`config.mk`:
```
export PLATFORM = sky130hd
export DESIGN_NAME = sic_out_skid
export DESIGN_NICKNAME = d
export VERILOG_FILES = /design/src/sic_pkg.sv /design/src/sic_out_skid.sv
export SDC_FILE = /design/constraint.sdc
export NUM_CORES = 1
export LEC_CHECK = 0
export ABC_CLOCK_PERIOD_IN_PS = 6100
export BUFFER_PORTS_ARGS = -buffer_cell sky130_fd_sc_hd__buf_4
export CELL_PAD_IN_SITES_DETAIL_PLACEMENT = 1
export CELL_PAD_IN_SITES_GLOBAL_PLACEMENT = 1
export CORE_MARGIN = 2
export CORE_UTILIZATION = 28
export DETAILED_ROUTE_END_ITERATION = 6
export PLACE_DENSITY_LB_ADDON = 0.1
export SLEW_MARGIN = 20
export SYNTH_ARGS = -nofsm -noshare
export SYNTH_HDL_FRONTEND = slang
export SYNTH_SLANG_ARGS = --single-unit
```
`constraint.sdc`:
```
create_clock -name clk -period 6.1 [get_ports clk]
set_input_delay 0.305 -clock clk [delete_from_list [all_inputs] [get_ports clk]]
set_output_delay 0.305 -clock clk [all_outputs]
set_load 0.01 [all_outputs]
```
`src/sic_pkg.sv`:
```
// Shared types and constants of the settle and interval checker.
// No dependencies; every other file of the block imports this package.
`default_nettype none

package sic_pkg;

    localparam int unsigned LEVEL_W = 12;
    localparam int unsigned CHANGE_W = 13;
    localparam int unsigned COLOR_W = 11;
    localparam int unsigned ERR_W = 9;

    localparam logic [LEVEL_W-1:0] THRESHOLD_RESET = 12'd50;

    // Interval grading bounds and drive levels.
    localparam logic [ERR_W-1:0] OCTAVE_SPAN = 9'd384;
    localparam logic [ERR_W-1:0] GREEN_LOW_LIMIT = 9'd3;
    localparam logic [ERR_W-1:0] GREEN_HIGH_LIMIT = 9'd381;
    localparam logic [ERR_W-1:0] BLUE_LOW_LIMIT = 9'd256;
    localparam logic [ERR_W-1:0] RED_HIGH_LIMIT = 9'd128;
    localparam logic [COLOR_W-1:0] COLOR_OFFSET = 11'd300;
    localparam logic [COLOR_W-1:0] GREEN_FULL = 11'd1024;

    typedef struct packed {
        logic color_write;
        logic [COLOR_W-1:0] red_level;
        logic [COLOR_W-1:0] green_level;
        logic [COLOR_W-1:0] blue_level;
        logic [ERR_W-1:0] interval_error;
    } sic_grade_t;

    typedef struct packed {
        logic settled;
        logic indicator_write;
        logic indicator_on;
        sic_grade_t grade;
    } sic_result_t;

endpackage

`default_nettype wire

```
`src/sic_out_skid.sv`:
```
// Two-entry output buffer that decouples the result register from the output stall.
// Depends on sic_pkg for the result struct.
`default_nettype none

module sic_out_skid
    import sic_pkg::*;
(
    input  wire logic  clk,
    input  wire logic  rst_n,
    input  wire logic  in_valid,
    output logic       in_ready,
    input  wire sic_result_t in_data,
    output logic       out_valid,
    input  wire logic  out_ready,
    output sic_result_t out_data
);

    logic        main_valid_reg;
    logic        main_valid_next;
    sic_result_t main_data_reg;
    sic_result_t main_data_next;
    logic        skid_valid_reg;
    logic        skid_valid_next;
    sic_result_t skid_data_reg;
    sic_result_t skid_data_next;
    logic        pop;
    logic        push;

    assign in_ready = !skid_valid_reg;
    assign pop = main_valid_reg && out_ready;
    assign push = in_valid && !skid_valid_reg;

    always_comb
    begin
        main_valid_next = main_valid_reg;
        main_data_next = main_data_reg;
        skid_valid_next = skid_valid_reg;
        skid_data_next = skid_data_reg;
        if (skid_valid_reg)
        begin
            if (pop)
            begin
                main_data_next = skid_data_reg;
                skid_valid_next = 1'b0;
            end
        end
        else if (push)
        begin
            if (!main_valid_reg || pop)
            begin
                main_valid_next = 1'b1;
                main_data_next = in_data;
            end
            else
            begin
                skid_valid_next = 1'b1;
                skid_data_next = in_data;
            end
        end
        else if (pop)
        begin
            main_valid_next = 1'b0;
        end
    end

    always_ff @(posedge clk or negedge rst_n)
    begin
        if (!rst_n)
        begin
            main_valid_reg <= 1'b0;
            skid_valid_reg <= 1'b0;
        end
        else
        begin
            main_valid_reg <= main_valid_next;
            skid_valid_reg <= skid_valid_next;
        end
    end

    always_ff @(posedge clk)
    begin
        main_data_reg <= main_data_next;
        skid_data_reg <= skid_data_next;
    end

    assign out_valid = main_valid_reg;
    assign out_data = main_data_reg;

endmodule

`default_nettype wire
```
==> impl_metrics.toml <==
[status]
run_status = "completed"

[final_layout]
final_layout_size_suffix_gt1_share_pct = 61.7
layout_common_cells = "sky130_fd_sc_hd__buf_4, sky130_fd_sc_hd__edfxtp_1, sky130_fd_sc_hd__mux2_4"
design.final.nets = 312
layout.cells.most_common = "sky130_fd_sc_hd__buf_4"
antennaDiodeCount = 0
syn_to_layout_area_delta_pct = 32.2

[grt]
grt_pass1_vias = 1917
pin_count_of_the_biggest_net_entering_global_routing = 52
grt-ovfl-total = 0
number_of_antenna_violations_at_the_first_check_in_global_routing = 0
grt_pass1_wl_um = 10800
grt.total_usage_pct = 10.2

[synthesis]
syn-cell-area_sq_um = 3680
synth_nets = 206
yosys_register_bits = 94
synth_sequential_area_ratio_pct = 76.4
synthTopCellsByArea = "sky130_fd_sc_hd__edfxtp_1, sky130_fd_sc_hd__mux2_4, sky130_fd_sc_hd__buf_12, sky130_fd_sc_hd__dfrtp_1, sky130_fd_sc_hd__a2bb2oi_2"
synth_top_area_cell = "sky130_fd_sc_hd__edfxtp_1"
syn_area_per_cell_sq_um = 23.6
post-synth-top-area-fraction_pct = 75.1
synth_cell_type_count = 14
syn-instance-count = 156
synth_warnings = 0

[critical_path]
setup.worst_path.end_class = "register"
critPathSlowestCell = "sky130_fd_sc_hd__dfrtp_4"
arrival_ns = 2.51
cp_delay_by_family_top = "flip-flops"
worst_path_largest_cell_delay_ns = 1.00
critical_path_buf_inv_count = 1
critical_path_class = "register to register"
worstPathRequired_ns = 6.08
crit_chain = "nand2_1 -> a2bb2oi_4 -> buf_4"
timing.critical_path.from_type = "register"
critical_path.max_fanout = 51

[power]
power.density_nw_per_um2 = 460
static-leakage-power_uw = 0.00191
vdd.ir_drop.worst_mv = 0.195
design_power_total_uw = 2240

[sta]
finClkSkew_ns = 0.00815
setup_viol = 0
tightest_slew_ns = 0.927
finalMaxSlewViolations = 0
finalHoldViolations = 0
clock_period_minus_worst_slack_ns = 2.53
achievable-frequency_mhz = 396
relSlewSlack_pct = 38.2
post-route-period-util_pct = 41.4
grt_setup_unrepaired = "false"
timing.setup.tns_ns = 0

[floorplan]
dieArea_sq_um = 14100
die_h_um = 119
core-area_sq_um = 12700
core.rowCount = 41
initial_core_util_pct = 28.9
io_pins = 98
die_w_um = 119

[drt]
wl_met1_um = 3160
vias = 1761
first_iter_violations = 57
dr_wl_met3_um = 362
detail-route-antenna-nets = 0
post_drt_via_cell_ratio = 4.02
wl_per_cell_um = 16.0
routed_wl_met2_um = 3350
drt_drc_violations_left = 0
highest_layer = "met4"
drt_pass1_iterations = 4
route.final.wire_length_um = 7000

[clock_network]
clkLatencyLatePin_ns = 0.33
ctsLongestPathBuffers = 2
ctsHtreeMaxLevel = 3
tritoncts_num_sinks = 94
cts_tree = "built"
worst_setup_hold_path_clk_slew_ns = 0.06
tritoncts.num_buffers = 9
post_cts_resized = 0
cts_root_buffer = "sky130_fd_sc_hd__clkbuf_16"

[placement]
gp_congestion = 0.639
place_hpwl_um = 4780
portBuffers = 97

[worst_hold_path]
timing.hold.worst.class = "input port to register"

[job]
max-cap-violations = 0
-- cell type report --
class                           count  area [sq um]
Clock inverter                      5          58.8
Multi-Input combinational cell     54           772
Timing Repair Buffer              101           768
Tap cell                          172           215
Fill cell                        1315          7860
Clock buffer                       10           229
Inverter                            2          7.51
Sequential cell                    94          2820
-- report_power, final --
part           internal [uW]  total, uW  switching [uW]
clock network            316        545             229
registers                942       1080             143
logic                    372        609             237
-- cell usage after synthesis --
library cell,number
sky130_fd_sc_hd__buf_6,1
sky130_fd_sc_hd__o21ai_0,1
sky130_fd_sc_hd__nor2b_1,1
sky130_fd_sc_hd__dfrtp_1,2
sky130_fd_sc_hd__buf_8,1
sky130_fd_sc_hd__mux2_4,46
sky130_fd_sc_hd__a21oi_1,2
sky130_fd_sc_hd__nand2_1,1
sky130_fd_sc_hd__edfxtp_1,92
sky130_fd_sc_hd__buf_12,4
sky130_fd_sc_hd__a2bb2oi_2,1
sky130_fd_sc_hd__nor3_2,1
sky130_fd_sc_hd__nand2b_4,1
sky130_fd_sc_hd__inv_1,2
-- stage by stage --
| step | utilization [%] | cell area, sq um | std cells | setup slack, ns | hold slack (ns) |
|---|---|---|---|---|---|
| after floorplan | - | 3680 | 156 | 3.09 | 0.00941 |
| after global placement | 35.8 | 4550 | 421 | 3.26 | 0.0977 |
| after detailed placement | 35.8 | 4550 | 421 | 3.21 | 0.0978 |
| after CTS | 38.1 | 4850 | 437 | 3.20 | 0.145 |
| after global routing | 38.3 | 4870 | 438 | 3.32 | 0.145 |
| final | 38.3 | 4870 | 438 | 3.57 | 0.157 |
-- worst register-to-register path, stage by stage (launching register included) --
cell and delay (ns):
sky130_fd_sc_hd__dfrtp_4 1.00, sky130_fd_sc_hd__nand2_1 0.22, sky130_fd_sc_hd__a2bb2oi_4 0.46, sky130_fd_sc_hd__buf_4 0.48
-- cells by family (layout without fill, tap and decap cells) --
kind of cell / after synthesis / in the layout / synth area share, %
buf+inv: 8 / 118 / 3.09
compound gates: 4 / 4 / 0.816
mux: 46 / 46 / 18.8
simple gates: 4 / 4 / 0.918
flops: 94 / 94 / 76.4
-- final timing paths --
kind | startpoint | to | slack (ns) | cells after the start
hold / removal | in_data[0] | skid_data_reg[0] | 0.16 | 1
max in group asynchronous | rst_n | skid_valid_reg | 5.70 | 2
hold reg to reg | skid_data_reg[31] | out_data[31] | 0.55 | 1
setup / recovery | skid_valid_reg | out_data[23] | 3.57 | 3
min in group asynchronous | rst_n | out_valid | 0.30 | 2
setup reg to reg | skid_valid_reg | out_data[23] | 3.57 | 3
-- repair_timing --
item,CTS,global route
hold buffers,1,0
hold endpoints to repair,2,0
setup buffers,0,0
-- per-layer routing --
layer | track usage, % | up-vias
li1 | - | 823
met1 | 12.9 | 866
met2 | 16.6 | 63
met3 | 2.51 | 9
met4 | 4.46 | 0
met5 | 0 | -
Note: power is estimated with default switching activity, not from simulation.
